File: src/design/tanc_pkg.sv
// Shared widths, constants and pipeline transaction types for the triangle
// area, normal and centroid unit. No dependencies.
package tanc_pkg;

  localparam int CoordW   = 24;
  localparam int EdgeW    = CoordW + 1;
  localparam int ProdW    = 2 * EdgeW;
  localparam int MagW     = ProdW - 1;
  localparam int LoW      = 25;
  localparam int HiW      = MagW - LoW;
  localparam int SqW      = 2 * MagW;
  localparam int RadW     = SqW + 2;
  localparam int RootW    = RadW / 2;
  localparam int RemW     = RootW + 2;
  localparam int NormFrac = 30;
  localparam int QuoW     = NormFrac + 1;
  localparam int AreaW    = 52;
  localparam int NormW    = 32;
  localparam int CenSumW  = CoordW + 2;
  localparam int CenShift = 27;
  localparam logic [CenSumW-1:0] CenRecip = 26'd44739243;

  typedef struct packed {
    logic [2:0][MagW-1:0]   mag;
    logic [2:0]             neg;
    logic [2:0][CoordW-1:0] cen;
  } side_t;

  typedef struct packed {
    logic [RadW-1:0]  rad;
    logic [RemW-1:0]  rem;
    logic [RootW-1:0] root;
    side_t            side;
  } sqrt_t;

  typedef struct packed {
    logic [RootW-1:0]       len;
    logic [2:0][RootW-1:0]  rem;
    logic [2:0]             nbit;
    logic [2:0][QuoW-1:0]   quo;
    logic [2:0]             neg;
    logic [2:0][CoordW-1:0] cen;
    logic [AreaW-1:0]       area;
  } div_t;

endpackage

File: src/design/tanc_sqrt_cell.sv
// One restoring square-root cell: resolves one root bit per transaction.
// Depends on tanc_pkg.
module tanc_sqrt_cell import tanc_pkg::*; (
  input  logic  clk_i,
  input  logic  en_i,
  input  sqrt_t cell_i,
  output sqrt_t cell_o
);

  sqrt_t cell_d, cell_q;
  logic [RemW+1:0] rem_s, trial;
  logic            ge;

  always_comb begin
    rem_s  = {cell_i.rem, cell_i.rad[RadW-1 -: 2]};
    trial  = (RemW+2)'({cell_i.root, 2'b01});
    ge     = rem_s >= trial;
    cell_d = cell_i;
    cell_d.rad  = cell_i.rad << 2;
    cell_d.rem  = ge ? RemW'(rem_s - trial) : RemW'(rem_s);
    cell_d.root = {cell_i.root[RootW-2:0], ge};
  end

  always_ff @(posedge clk_i) begin
    if (en_i) begin
      cell_q <= cell_d;
    end
  end

  assign cell_o = cell_q;

endmodule

File: config.mk
export PLATFORM = sky130hd
export DESIGN_NAME = tanc_sqrt_cell
export DESIGN_NICKNAME = d
export VERILOG_FILES = /design/src/design/tanc_pkg.sv /design/src/design/tanc_sqrt_cell.sv
export SDC_FILE = /design/constraint.sdc
export NUM_CORES = 1
export LEC_CHECK = 0
export BUFFER_PORTS_ARGS = -buffer_cell sky130_fd_sc_hd__clkbuf_2
export CAP_MARGIN = 20
export CORE_AREA = 2 2 326 328
export DETAILED_ROUTE_END_ITERATION = 12
export DIE_AREA = 0 0 328 330
export HOLD_SLACK_MARGIN = 0.05
export PLACE_DENSITY_LB_ADDON = 0.15
export SLEW_MARGIN = 20
export SYNTH_ARGS = -nofsm -noshare
export SYNTH_HDL_FRONTEND = slang
export SYNTH_SLANG_ARGS = --single-unit
File: constraint.sdc
create_clock -name clk_i -period 3.1 [get_ports clk_i]
set_clock_uncertainty 0.05 [all_clocks]
set_input_delay 0.31 -clock clk_i [delete_from_list [all_inputs] [get_ports clk_i]]
set_output_delay 0.31 -clock clk_i [all_outputs]
set_load 0.01 [all_outputs]
==> flow_metrics.env, run 1 <==
export IMPL_drv_slew=0
export IMPL_grt_max_degree=81
export IMPL_grt_pass1_wl_microns=115000
export IMPL_clkPwrFrac_pct=40.4
export IMPL_synth_top_area_share_pct=76.6
export IMPL_setup_viol=0
export IMPL_post_synth_top_count_cell="edfxtp_1"
export IMPL_ys_seq_elements=422
export IMPL_placed_area_sq_um=23500
export IMPL_finalHoldViolCount=0
export IMPL_drt_pass1_iterations=5
export IMPL_rsz0062_at_grt="yes"
export IMPL_syn_area_sq_um=16600
export IMPL_syn_area_per_cell_sq_um=15.8
export IMPL_clk_pin_slew_ns=0.06
export IMPL_syn_inst=1049
export IMPL_ant_nets=0
export IMPL_cp_required_ns=3.43
export IMPL_grt_pass1_vias=15500
export IMPL_worstPathArrival_ns=3.34
export IMPL_htreeDepth=2
export IMPL_period_share_pct=97.2
export IMPL_min_period_ns=3.01
export IMPL_overflow=0
export IMPL_seq_area_frac_synth_pct=76.6
export IMPL_placedCellCount=3385
export IMPL_min_path_type="in2reg"
export IMPL_syn_to_final_growth_pct=81.7
export IMPL_fin_util_pct=28.7
export IMPL_cpMostUsedCell="buf_4"
export IMPL_async_reset_ff_share_pct=0
export IMPL_clock_sinks=422
export IMPL_vias=14500
export IMPL_p_total_mw=17.0
export IMPL_postLayoutCellArea_sq_um=30100
export IMPL_portBuffers=847
export IMPL_seqPwrFrac_pct=41.5
export IMPL_gp_congestion=0.824
export IMPL_synth_compound_area_share_pct=8.41
export IMPL_cp_end_kind="register"
export IMPL_die_area_sq_um=108000
export IMPL_coreArea_sq_um=105000
export IMPL_drive_gt1_share_pct=44.6
export IMPL_yosys_warnings=0
export IMPL_synth_common_cells="edfxtp_1 (422), nand2_1 (88), inv_1 (66), o21ai_0 (66), a21oi_1 (61)"
export IMPL_fillCellCount=10900
export IMPL_synthAdderAreaFrac_pct=3.93
export IMPL_synth_simple_gate_area_share_pct=5.56
export IMPL_cp_slowest_cell="dlygate4sd3_1"
export IMPL_ios=850
export IMPL_largest_reg_flops=422
export IMPL_yosys_area_top_type="edfxtp_1"
export IMPL_startpoint_type="primary input"
export IMPL_viasPerCell=3.71
export IMPL_nNetsFinal=2955
export IMPL_p_int_mw=12.5
export IMPL_cp_max_fo=8
export IMPL_path_delay_family="buffers and inverters"
export IMPL_maxSlewHeadroom_pct=57.1
export IMPL_antenna_found_initial=26
export IMPL_power_leakage_nw=12.9
export IMPL_synth_top_family_by_area="compound AO/OA/AOI/OAI gates"
export IMPL_initial_core_util_pct=15.8
export IMPL_path_buf_inv=6
export IMPL_synthXorXnorAreaFrac_pct=2.59
export IMPL_die_h_microns=330
export IMPL_crit_chain="dlygate4sd3_1 -> clkbuf_2 -> inv_1 -> ha_4 -> and2_4 -> nand3_4 -> or3_4 -> nor4_4 -> a21oi_2 -> o21ai_2 -> a21oi_4 -> buf_4 -> clkbuf_16 -> nand2_1 -> o21ai_1 -> buf_4"
export IMPL_synth_main_ff_cell="edfxtp_1"
export IMPL_maxCapViolCount=0
export IMPL_power_switching_mw=4.58
export IMPL_tns_ns=0
export IMPL_die_w_microns=328
export IMPL_critPathKind="in2reg"
export IMPL_synth_mux_area_share_pct=0.325
export IMPL_yosys_cell_types_count=65
export IMPL_dpl_hpwl_microns=69800
export IMPL_cts_tree="done"
export IMPL_drt_iter0_drc=717
export IMPL_instances_no_fill=3921
export IMPL_ys_top_cells_by_area="edfxtp_1 (77%), ha_1 (3.9%), nand2_1 (2.0%)"
export IMPL_worst_pin_slew_ns=0.627
export IMPL_cts_buffer_depth=3
export IMPL_drc=0
export IMPL_globalRouteTotalUtil_pct=15.1
export IMPL_pwr_density_cell_nw_per_um2=566
export IMPL_routedWlPerCell_microns=22.1
export IMPL_row_count=119
export IMPL_p_comb_share_pct=18.1
export IMPL_numCtsBuffers=55
export IMPL_wl_microns=86600
export IMPL_fmax_ghz=0.332
export IMPL_clock_root_buffer="clkbuf_16"
export IMPL_synth_edf_count=422
export IMPL_slowest_delay_ns=0.53
export IMPL_status="finished, final reports clean"
export IMPL_peakVddDrop_mv=0.455
export IMPL_switching_share_pct=26.9
==> area by class of cell <==
| cell class | instances | area, sq um | share of cell area, % |
|---|---|---|---|
| Sequential cell | 422 | 12700 | 42.1 |
| Timing Repair Buffer | 1408 | 9750 | 32.4 |
| Multi-Input combinational cell | 524 | 3730 | 12.4 |
| Tap cell | 1391 | 1740 | 5.79 |
| Clock buffer | 65 | 1440 | 4.77 |
| Clock inverter | 38 | 484 | 1.61 |
| Inverter | 66 | 248 | 0.824 |
| Antenna cell | 7 | 17.5 | 0.0582 |
==> per-layer routing <==
| metal | share of wire [%] | track usage, % |
|---|---|---|
| met1 | 38 | 16.6 |
| met2 | 50 | 26.8 |
| met3 | 8.4 | 5.63 |
| met4 | 3.0 | 4.47 |
| met5 | 0.24 | 0 |
==> worst paths after layout <==
kind   startpoint               endpoint  slack [ns]  depth (start not counted)
min   cell_i[303]  cell_o[305]$_DFFE_PP_        0.11                          3
max   cell_i[258]  cell_o[310]$_DFFE_PP_        0.09                         16
==> cells in the final DEF (no fill, tap or decap), drive strengths merged, types with 5 or more instances in the layout <==
cell           n
nand2         88
buf          140
and3           7
o21bai         7
or3            5
nand3         13
a21oi         64
dlygate4sd3  419
xnor2         25
clkbuf       913
o211ai         5
nand2b         6
diode          7
o21ai         75
o31ai          5
a21o          31
nor2          29
bufinv        10
nor3          10
a31oi          5
inv           68
edfxtp       422
clkinv        25
nand4         18
xor2          24
ha            52
==> metrics by stage <==
stage / hold WS, ns / setup slack, ns
finish: 0.107 / 0.0875
floorplan: 0.359 / 0.279
global route: 0.0810 / -0.0228
detailed placement: 0.439 / -0.248
global placement: 0.437 / -0.235
CTS: 0.0730 / 0.0150
==> power by group through the flow <==
stage | sequential (mW) | clock, mW | combinational [mW]
6_report | 7.07 | 6.89 | 3.08
5_1_grt | 7.11 | 7.35 | 3.33
4_1_cts | 7.07 | 7.18 | 3.08
3_5_place_dp | 7.18 | 0 | 2.59
3_3_place_gp | 7.18 | 0 | 2.59
2_1_floorplan | 7.42 | 0 | 0.647
==> what timing repair did <==
item                                    CTS  global route
resized for setup                         0            64
endpoints found under the hold margin   427             0
endpoints found under the setup margin    0            51
buffers inserted                          0             4
hold buffers                            420             0
==> cells by family after synthesis <==
kind of cell	after synthesis
flip-flops	422
AO/OA/AOI/OAI	222
AND/OR/NAND/NOR	194
buffers and inverters	104
adder cells (fa/ha/maj)	52
XOR/XNOR	49
multiplexers	5
other	1
No activity file was read; power rests on OpenSTA's default activity.
==> inputs of run 2 (changes only) <==
- BUFFER_PORTS_ARGS: -buffer_cell sky130_fd_sc_hd__clkbuf_2 -> -buffer_cell sky130_fd_sc_hd__buf_2
==> flow_metrics.env, run 2 (synthesis results as in run 1) <==
export IMPL_vias=14500
export IMPL_die_w_microns=328
export IMPL_pwr_density_cell_nw_per_um2=559
export IMPL_min_period_ns=3.04
export IMPL_postLayoutCellArea_sq_um=29900
export IMPL_grt_pass1_wl_microns=116000
export IMPL_period_share_pct=98.2
export IMPL_drt_pass1_iterations=7
export IMPL_whs_ns=0.178
export IMPL_syn_to_final_growth_pct=80.8
export IMPL_globalRouteTotalUtil_pct=15.1
export IMPL_startpoint_type="primary input"
export IMPL_path_delay_family="buffers and inverters"
export IMPL_clk_pin_slew_ns=0.06
export IMPL_critPathKind="in2reg"
export IMPL_routedWlPerCell_microns=22.2
export IMPL_dp_slack_ns=-0.261
export IMPL_crit_chain="dlygate4sd3_1 -> buf_2 -> ha_1 -> a21oi_1 -> buf_4 -> nand3b_1 -> a21oi_4 -> a21oi_2 -> o31ai_2 -> buf_4 -> o31ai_4 -> a21oi_4 -> buf_12 -> clkbuf_16 -> o21ai_0 -> buf_4"
export IMPL_gp_congestion=0.829
export IMPL_row_count=119
export IMPL_cts_buffer_depth=3
export IMPL_die_area_sq_um=108000
export IMPL_setup_viol=0
export IMPL_path_buf_inv=7
export IMPL_crit_cells=16
export IMPL_status="finished, final reports clean"
export IMPL_overflow=0
export IMPL_tns_ns=0
export IMPL_grt_max_degree=72
export IMPL_p_total_mw=16.7
export IMPL_cp_required_ns=3.46
export IMPL_peakVddDrop_mv=0.373
export IMPL_viasPerCell=3.70
export IMPL_fin_util_pct=28.6
export IMPL_clock_root_buffer="clkbuf_16"
export IMPL_worst_pin_slew_ns=0.859
export IMPL_min_path_type="in2reg"
export IMPL_drv_slew=0
export IMPL_endpoint="cell_o[310]$_DFFE_PP_"
export IMPL_placedCellCount=3389
export IMPL_cp_max_fo=5
export IMPL_cts_tree="done"
export IMPL_placed_area_sq_um=23600
export IMPL_antenna_found_initial=36
export IMPL_worstPathArrival_ns=3.41
export IMPL_htreeDepth=2
export IMPL_drc=0
export IMPL_cpMostUsedCell="buf_4"
export IMPL_nNetsFinal=2961
export IMPL_largest_reg_flops=422
export IMPL_cp_slowest_cell="dlygate4sd3_1"
export IMPL_fmax_ghz=0.329
export IMPL_wl_microns=87100
export IMPL_slowest_delay_ns=0.53
export IMPL_finalHoldViolCount=0
export IMPL_final_cell_mix="buf_2 (846), edfxtp_1 (422), dlygate4sd3_1 (421), buf_4 (131), nand2_1 (88)"
export IMPL_initial_core_util_pct=15.8
export IMPL_drt_iter0_drc=651
export IMPL_numCtsBuffers=53
export IMPL_power_leakage_nw=12.7
export IMPL_grt_pass1_vias=15600
export IMPL_die_h_microns=330
export IMPL_cp_end_kind="register"
export IMPL_drive_gt1_share_pct=44.2
export IMPL_layout_commonest_cell="buf_2"
export IMPL_maxSlewHeadroom_pct=42.7
export IMPL_maxCapViolCount=0
export IMPL_finalWorstSetupSlack_ns=0.0566
export IMPL_ant_nets=0
export IMPL_crit_start="cell_i[274]"
export IMPL_dpl_hpwl_microns=70000
export IMPL_coreArea_sq_um=105000
export IMPL_portBuffers=847
export IMPL_instances_no_fill=3925
export IMPL_ios=850
export IMPL_clock_sinks=422
[run 2: cell types whose count changed in the layout (fill, tap and decap cells not counted), moves of 5 or more]
cell / previous run / this run
buf_2: 0 / 846
buf_4: 124 / 131
clkbuf_2: 844 / 0
clkinvlp_4: 1 / 6
ha_1: 38 / 46
ha_4: 8 / 2
[run 2: layout make-up]
| type | count | area [sq um] |
|---|---|---|
| Clock buffer | 59 | 1350 |
| Clock inverter | 38 | 490 |
| Multi-Input combinational cell | 524 | 3610 |
| Antenna cell | 9 | 22.5 |
| Timing Repair Buffer | 1416 | 9790 |
| Inverter | 66 | 248 |
| Sequential cell | 422 | 12700 |
| Tap cell | 1391 | 1740 |
| Fill cell | 10900 | 74700 |
[run 2: what timing repair did]
action                                 CTS  global route
hold buffers                           420             1
setup endpoints to repair                0            51
gates resized for setup                  0            42
buffers inserted                         0             7
endpoints found under the hold margin  420             1
[run 2: how the worst min path moves through the flow]
| stage | cells after the start | startpoint | endpoint | slack (ns) |
|---|---|---|---|---|
| after CTS | 3 | cell_i[303] | cell_o[305]$_DFFE_PP_ | 0.06 |
| after global placement | 1 | cell_i[8] | cell_o[8]$_DFFE_PP_ | 0.44 |
| after global routing | 1 | en_i | cell_o[252]$_DFFE_PP_ | 0.18 |
| after floorplan | 0 | cell_i[0] | cell_o[0]$_DFFE_PP_ | 0.36 |
| after detailed placement | 1 | cell_i[8] | cell_o[8]$_DFFE_PP_ | 0.44 |
| final | 1 | en_i | cell_o[279]$_DFFE_PP_ | 0.18 |
[run 2: where the power goes]
group | switching, mW | total [mW] | internal, mW
clock network | 2.73 | 6.64 | 3.91
registers | 0.155 | 7.04 | 6.89
logic | 1.64 | 3.05 | 1.41
total | 4.53 | 16.7 | 12.2
[run 2: routing by layer]
metal  global-route usage [%]  part of all wire, %  routed length (microns)  up-vias
li1                         -                    -                        -     6845
met1                     16.3                   37                    32600     6979
met2                     27.4                   50                    43900      556
met3                     5.66                  8.8                     7630      122
met4                     4.64                  3.1                     2690       34
met5                        0                 0.26                      224        -
