## src/design/tanc_pkg.sv

```systemverilog
// Shared widths, constants and pipeline transaction types for the triangle
// area, normal and centroid unit. No dependencies.
package tanc_pkg;

  localparam int CoordW   = 24;
  localparam int EdgeW    = CoordW + 1;
  localparam int ProdW    = 2 * EdgeW;
  localparam int MagW     = ProdW - 1;
  localparam int LoW      = 25;
  localparam int HiW      = MagW - LoW;
  localparam int SqW      = 2 * MagW;
  localparam int RadW     = SqW + 2;
  localparam int RootW    = RadW / 2;
  localparam int RemW     = RootW + 2;
  localparam int NormFrac = 30;
  localparam int QuoW     = NormFrac + 1;
  localparam int AreaW    = 52;
  localparam int NormW    = 32;
  localparam int CenSumW  = CoordW + 2;
  localparam int CenShift = 27;
  localparam logic [CenSumW-1:0] CenRecip = 26'd44739243;

  typedef struct packed {
    logic [2:0][MagW-1:0]   mag;
    logic [2:0]             neg;
    logic [2:0][CoordW-1:0] cen;
  } side_t;

  typedef struct packed {
    logic [RadW-1:0]  rad;
    logic [RemW-1:0]  rem;
    logic [RootW-1:0] root;
    side_t            side;
  } sqrt_t;

  typedef struct packed {
    logic [RootW-1:0]       len;
    logic [2:0][RootW-1:0]  rem;
    logic [2:0]             nbit;
    logic [2:0][QuoW-1:0]   quo;
    logic [2:0]             neg;
    logic [2:0][CoordW-1:0] cen;
    logic [AreaW-1:0]       area;
  } div_t;

endpackage

```

## src/design/tanc_div_cell.sv

```systemverilog
// One restoring division cell, three lanes sharing a divisor: one quotient
// bit per lane per transaction. Depends on tanc_pkg.
module tanc_div_cell import tanc_pkg::*; (
  input  logic clk_i,
  input  logic en_i,
  input  div_t cell_i,
  output div_t cell_o
);

  div_t cell_d, cell_q;

  always_comb begin
    logic [RootW:0] rem_s;
    logic           ge;
    cell_d = cell_i;
    for (int l = 0; l < 3; l++) begin
      rem_s = {cell_i.rem[l], cell_i.nbit[l]};
      ge    = rem_s >= {1'b0, cell_i.len};
      cell_d.rem[l]  = ge ? RootW'(rem_s - {1'b0, cell_i.len}) : RootW'(rem_s);
      cell_d.quo[l]  = {cell_i.quo[l][QuoW-2:0], ge};
      cell_d.nbit[l] = 1'b0;
    end
  end

  always_ff @(posedge clk_i) begin
    if (en_i) begin
      cell_q <= cell_d;
    end
  end

  assign cell_o = cell_q;

endmodule

```

## config.mk

```make
export PLATFORM = sky130hd
export DESIGN_NAME = tanc_div_cell
export DESIGN_NICKNAME = d
export VERILOG_FILES = /design/src/design/tanc_pkg.sv /design/src/design/tanc_div_cell.sv
export SDC_FILE = /design/constraint.sdc
export NUM_CORES = 1
export LEC_CHECK = 0
export BUFFER_PORTS_ARGS = -buffer_cell sky130_fd_sc_hd__buf_2
export CAP_MARGIN = 5
export CORE_AREA = 2 2 335 337
export DETAILED_ROUTE_END_ITERATION = 8
export DIE_AREA = 0 0 337 339
export GPL_TIMING_DRIVEN = 1
export HOLD_SLACK_MARGIN = 0.02
export MAX_ROUTING_LAYER = met4
export PLACE_DENSITY_LB_ADDON = 0.3
export SLEW_MARGIN = 10
export SYNTH_ARGS = -nofsm -noshare
export SYNTH_HDL_FRONTEND = slang
export SYNTH_SLANG_ARGS = --single-unit
```

## constraint.sdc

```tcl
create_clock -name clk_i -period 6.3 [get_ports clk_i]
set_clock_uncertainty 0.1 [all_clocks]
set_input_delay 0.315 -clock clk_i [delete_from_list [all_inputs] [get_ports clk_i]]
set_output_delay 0.315 -clock clk_i [all_outputs]
set_load 0.01 [all_outputs]
```

==> key figures, run 1 <==
Cells and area
  • Layout fillers: 11.44k
  • Final net count: 3852
  • Area growth, synth to finish: 52.37%
  • Max FFs per register: 420
  • Final Cell Area: 0.03488 mm2
  • Multi-input gate area: 0.009473 mm2
  • Layout cells sized above 1: 0.2971
  • Sequential cell area: 0.01261 mm2

Place
  • Area after DPL: 0.02875 mm2
  • DP Wirelength: 97570 um
  • Port Buf Inserts: 841
  • Gpl congestion: 0.9101

Timing
  • RSZ-0062 raised after global routing: no
  • Setup violations, final: 0
  • Fin crit period: 5.489 ns
  • Final Cycle Share: 0.8712
  • Fmax: 0.1822 GHz
  • Slew headroom: 0.2242
  • Slew Limit Fails: 0
  • Final setup TNS: 0 ns
  • Worst-Margin Slew: 1.134 ns
  • Final count of hold timing violations: 0

Setup path
  • Worst setup SP type: primary input
  • CP max FO: 64
  • CP endpoint kind: flop
  • Crit path required time: 6.61 ns
  • Critical path class: primary input to flop
  • Worst Path Arrival: 5.80 ns

Route
  • Remaining antenna violation count after routing: 0
  • DRC: 0
  • Initial DRC count: 1088
  • First-pass DRT Iterations: 5
  • Vias per cell: 4.358
  • Vias after detailed routing: 21.07k
  • Avg WL per Cell: 24.67 um
  • Drt total wl: 119300 um

Synthesis
  • Synth unique cells: 68
  • Number of synthesized register bits: 420
  • Share of the synthesized area in the top cell type: 0.5510
  • Syn. warnings: 0
  • Async SR Flop Fraction: 0
  • Most frequent cell after synthesis: edfxtp_1
  • Post-synth EDFFs: 420
  • Sequential fraction of the synthesis area: 0.5510
  • Synth cell count leaders: edfxtp_1, a21oi_1, nand2_1
  • Mapped cell area: 0.02289 mm2
  • Post-synth top area cell: edfxtp_1
  • Mean post-synth cell area: 11.27 um2
  • Most common flop cell mapped by yosys: edfxtp_1
  • Gate Count Post-Synth: 2031
  • Area contributors post-synth: edfxtp_1, ha_1, a21oi_1, xnor2_1, o21ai_0

Power and ir drop
  • Maximum VDD drop: 0.2032 mV
  • Logic pwr share: 0.250
  • Clk pwr share: 0.365
  • Leak pwr: 14.75 nW
  • Power density over the cells: 265.1 mW/mm2
  • NetSw: 2.877 mW
  • Switching share of power: 0.3111
  • Internal power: 6.370 mW
  • Reg power frac: 0.385

Hold path
  • Hold Path Class: primary input to flop

Clock network
  • Clock buffer depth: 3
  • CTS tree: yes
  • Clock transition at the registers of the reported paths: 0.06 ns
  • Clk sink count: 420
  • Post-CTS Setup Bufs: 0
  • Root buf cell: clkbuf_16
  • H-tree levels: 2
  • CTS buffer count: 55

Global route
  • Global route total overflow: 0
  • Global-route wire length before repair: 159500 um
  • Pin count of the biggest net entering global routing: 141
  • Met2 usage: 0.3630
  • Initial antenna violation count: 36
  • Vias in the first global route: 21.23k
  • Busiest grt layer: met2
  • Met3 GRT Util: 0.04479
  • Gr usage total: 0.2057
  • Met1 Usage GRT: 0.2180

Run status
  • Status: completed

Floorplan
  • Die Y: 339 um
  • Core Box Area: 0.1104 mm2
  • Cell Rows: 122
  • Die width: 337 um
  • Boundary Pins: 848
  • Die area: 0.1142 mm2
  • Initial core utilization: 0.2074

Run
  • Max-cap viol count: 0
==> metal layers <==
layer,up-vias,routed length [um],part of all wire
met1,10133,45250,0.38
met4,0,5882,0.049
li1,10115,-,-
met2,654,60970,0.51
met5,-,0,0
met3,166,7170,0.060
==> cells by family after synthesis <==
kind of cell	count (synthesis)	share of synthesized area
compound gates	621	0.1656
xor+xnor	133	0.05089
fa+ha+maj	153	0.08461
buf+inv	200	0.03591
flops	420	0.5510
mux	35	0.01711
other cells	1	0.0001638
simple gates	468	0.09473
==> area by class of cell <==
class | instances | area share
diodes | 27 | 0.001937
clock buffers | 59 | 0.03989
clock inverters | 43 | 0.01449
inverters | 115 | 0.01238
multi-input cells | 1413 | 0.2716
flip-flops and latches | 420 | 0.3616
well taps | 1488 | 0.05338
repair buffers | 1269 | 0.2447
==> worst paths after layout <==
path	from	cells after the start	slack [ns]	end
worst max-delay path	cell_i[387]	14	0.81	cell_o[227]
worst min-delay path	cell_i[302]	3	0.11	cell_o[303]
==> cell usage in the layout, fill, tap and decap left out, types with 11 or more instances in the layout <==
master and count:
xor2_1 47, clkbuf_16 55, o21a_1 20, dlygate4sd3_1 416
and3_1 11, nor2b_1 12, mux2_2 30, edfxtp_1 420
diode_2 27, nand3_1 27, nand4_1 50, a21o_1 71
ha_1 150, o21ai_0 128, a31oi_1 25, xnor2_1 86
o31ai_1 11, a21oi_1 248, nor3_1 25, clkinv_2 13
nor2_1 139, buf_2 840, inv_1 114, nand2_1 151
o21bai_1 36
==> critical path, stage by stage <==
cell           delay (ns)
dlygate4sd3_1        0.59
buf_2                0.14
inv_1                0.13
ha_1                 0.44
a21o_1               0.17
a31oi_1              0.07
a211o_1              0.29
a211o_1              0.28
nor3_1               0.68
a31oi_1              0.34
o21a_1               0.34
o311ai_4             0.84
buf_4                0.67
mux2_2               0.42
==> timing repair <==
action	CTS	global route
gates resized for setup	0	0
hold buffers	416	0
setup endpoints to repair	0	0
hold endpoints to repair	433	0
==> per-stage QoR <==
stage	instances	setup slack [ns]	power, mW	hold WS (ns)	util
after detailed placement	4289	0.7226	5.716	0.3931	0.2605
after floorplan	2033	2.827	4.684	0.3139	-
after CTS	4807	0.8400	9.394	0.02409	0.3154
final	4834	0.8114	9.247	0.1058	0.3160
after global placement	4289	0.7369	5.726	0.3912	0.2605
after global routing	4833	0.5912	9.645	0.05606	0.3160
==> power by group through the flow <==
stage / combinational (mW) / sequential [mW] / clock (mW)
floorplan: 0.929 / 3.75 / 0
global route: 2.51 / 3.58 / 3.55
global placement: 2.11 / 3.61 / 0
CTS: 2.35 / 3.56 / 3.48
detailed placement: 2.10 / 3.61 / 0
finish: 2.31 / 3.56 / 3.37
Note: power is estimated with default switching activity, not from simulation.
==> run 2, diff against run 1 <==
--- a/config.mk
+++ b/config.mk
@@ -7,9 +7,9 @@
 export LEC_CHECK = 0
 export BUFFER_PORTS_ARGS = -buffer_cell sky130_fd_sc_hd__buf_2
 export CAP_MARGIN = 5
-export CORE_AREA = 2 2 335 337
+export CORE_AREA = 2 2 327 329
 export DETAILED_ROUTE_END_ITERATION = 8
-export DIE_AREA = 0 0 337 339
+export DIE_AREA = 0 0 329 331
 export GPL_TIMING_DRIVEN = 1
 export HOLD_SLACK_MARGIN = 0.02
 export MAX_ROUTING_LAYER = met4
==> run 2 against run 1 <==
  * Sequential power barely moved
  * Highest routed layer unchanged
  * Via count fell by 0.49%
  * Routed wire length fell by 3.9%
==> key figures, run 2 (synthesis results as in run 1) <==
Run status
  • Status: completed

Route
  • Vias per cell: 4.434 (+1.7%)
  • First-pass DRT Iterations: 5 (unchanged)
  • Vias after detailed routing: 20.96k (-0.49%)
  • Drt total wl: 114600 um (-3.9%)
  • DRC: 0 (unchanged)
  • Avg WL per Cell: 24.24 um (-1.8%)
  • Remaining antenna violation count after routing: 0 (unchanged)
  • Initial DRC count: 1275 (+17%)

Setup path
  • Worst setup SP type: primary input
  • Critical path class: primary input to flop
  • Crit path required time: 6.57 ns (-0.04 ns)
  • Worst Path Arrival: 5.45 ns (-0.35 ns)
  • CP max FO: 84 (+31%)
  • CP endpoint kind: flop

Floorplan
  • Die width: 329 um (-2.4%)
  • Core Box Area: 0.1050 mm2 (-4.9%)
  • Die area: 0.1089 mm2 (-4.7%)
  • Die Y: 331 um (-2.4%)
  • Initial core utilization: 0.2181 (+0.01066)
  • Cell Rows: 119 (-2.5%)
  • Boundary Pins: 848 (unchanged)

Clock network
  • Clk sink count: 420 (unchanged)
  • Clock buffer depth: 3 (unchanged)
  • Clock transition at the registers of the reported paths: 0.06 ns (about the same)
  • CTS tree: yes
  • CTS buffer count: 54 (-1.8%)
  • Root buf cell: clkbuf_16
  • H-tree levels: 2 (unchanged)

Timing
  • Final Cycle Share: 0.8216 (-0.04965)
  • Hold slack: 0.2644 ns (+0.1586 ns)
  • Fin crit period: 5.176 ns (-0.3128 ns)
  • Setup violations, final: 0 (unchanged)
  • RSZ-0062 raised after global routing: no
  • Setup WS post-layout: 1.124 ns (+0.3128 ns)
  • Fmax: 0.1932 GHz (+6.0%)
  • Final setup TNS: 0 ns (unchanged)
  • Worst-Margin Slew: 1.099 ns (-0.03558 ns)
  • Final count of hold timing violations: 0 (unchanged)
  • Slew Limit Fails: 0 (unchanged)
  • Slew headroom: 0.2486 (+0.02433)

Place
  • DP Wirelength: 93820 um (-3.8%)
  • Gpl congestion: 0.8962 (-1.5%)
  • Place WS: 1.132 ns (+0.4099 ns)
  • Area after DPL: 0.02861 mm2 (-0.49%)
  • Port Buf Inserts: 841 (unchanged)

Global route
  • Gr usage total: 0.2055 (about the same)
  • Global route total overflow: 0 (unchanged)
  • Pin count of the biggest net entering global routing: 150 (+6.4%)
  • Global-route wire length before repair: 154400 um (-3.2%)
  • Initial antenna violation count: 21 (-42%)
  • Vias in the first global route: 21.02k (-1.0%)

Hold path
  • Hold path endpoint: cell_o[272]
  • Worst Min Path Start: cell_i[272]
  • Hold Path Class: primary input to flop
  • Hold path depth: 5 (+2)

Power and ir drop
  • Switching share of power: 0.3072 (-0.003845)
  • Leak pwr: 14.70 nW (-0.30%)
  • Clk pwr share: 0.362 (-0.003)
  • Maximum VDD drop: 0.2867 mV (+41%)
  • Internal power: 6.344 mW (-0.42%)
  • Logic pwr share: 0.251 (about the same)
  • Power density over the cells: 263.9 mW/mm2 (-0.46%)
  • Reg power frac: 0.388 (+0.003)
  • NetSw: 2.814 mW (-2.2%)

Cells and area
  • Layout cells sized above 1: 0.2957 (-0.001328)
  • Most frequent cells in the layout: buf_2, edfxtp_1, dlygate4sd3_1
  • Final Cell Area: 0.03470 mm2 (-0.51%)
  • Layout fillers: 10.77k (-5.9%)
  • Final net count: 3852 (unchanged)
  • Area growth, synth to finish: 51.59%
  • Most common cell after layout, fill and taps aside: buf_2
  • Max FFs per register: 420 (unchanged)

Run
  • Max-cap viol count: 0 (unchanged)
run 2: worst max-delay path by stage:
stage | start | slack (ns) | endpoint
final | cell_i[387] | 1.12 | cell_o[226]
after global routing | cell_i[387] | 1.00 | cell_o[227]
after CTS | cell_i[387] | 1.25 | cell_o[226]
after detailed placement | cell_i[385] | 1.13 | cell_o[233]
after global placement | cell_i[385] | 1.16 | cell_o[226]
after floorplan | cell_i[374] | 2.83 | cell_o[324]
run 2: power groups by stage:
stage | sequential, mW | combinational (mW) | clock [mW]
after floorplan | 3.75 | 0.929 | 0
after global placement | 3.60 | 2.09 | 0
after detailed placement | 3.60 | 2.09 | 0
after CTS | 3.55 | 2.33 | 3.42
after global routing | 3.57 | 2.49 | 3.50
final | 3.55 | 2.30 | 3.31
run 2: routing by layer:
metal,wire (um),vias to the layer above,track usage
met3,5579,133,0.03339
met2,59940,624,0.3717
li1,-,10137,-
met1,45050,10070,0.2283
met5,0,-,-
met4,4033,0,0.07018
run 2: timing repair:
| action | in CTS | in global routing |
|---|---|---|
| endpoints found under the hold margin | 458 | 0 |
| hold buffers | 418 | 0 |
| resized for setup | 0 | 0 |
| buffers inserted | 0 | 0 |
run 2: through the flow:
stage,instances,total power [mW],utilization
2_1_floorplan,2033,4.684,-
3_3_place_gp,4191,5.696,0.2725
3_5_place_dp,4191,5.691,0.2725
4_1_cts,4708,9.301,0.3301
5_1_grt,4724,9.567,0.3305
6_report,4728,9.158,0.3306
run 2: worst max-delay path, cell delays in order:
cell and delay (ns):
dlygate4sd3_1 0.59, buf_2 0.14, inv_1 0.12, ha_1 0.42
a21o_1 0.17, a31oi_1 0.07, a211o_1 0.29, a211o_1 0.30
nor3_1 0.78, a31oi_1 0.35, o21a_1 0.36, o311ai_4 0.31
buf_4 0.74, mux2_2 0.41
run 2: cell type report:
class	count	area, um2	area share
clock buffer	60	1374	0.03959
multi-input combinational	1413	9473	0.2730
tap	1391	1740	0.05016
timing repair buffer	1270	8536	0.2460
inverter	115	431.7	0.01244
sequential	420	12610	0.3635
clock inverter	39	484.2	0.01395
antenna	20	50.05	0.001442
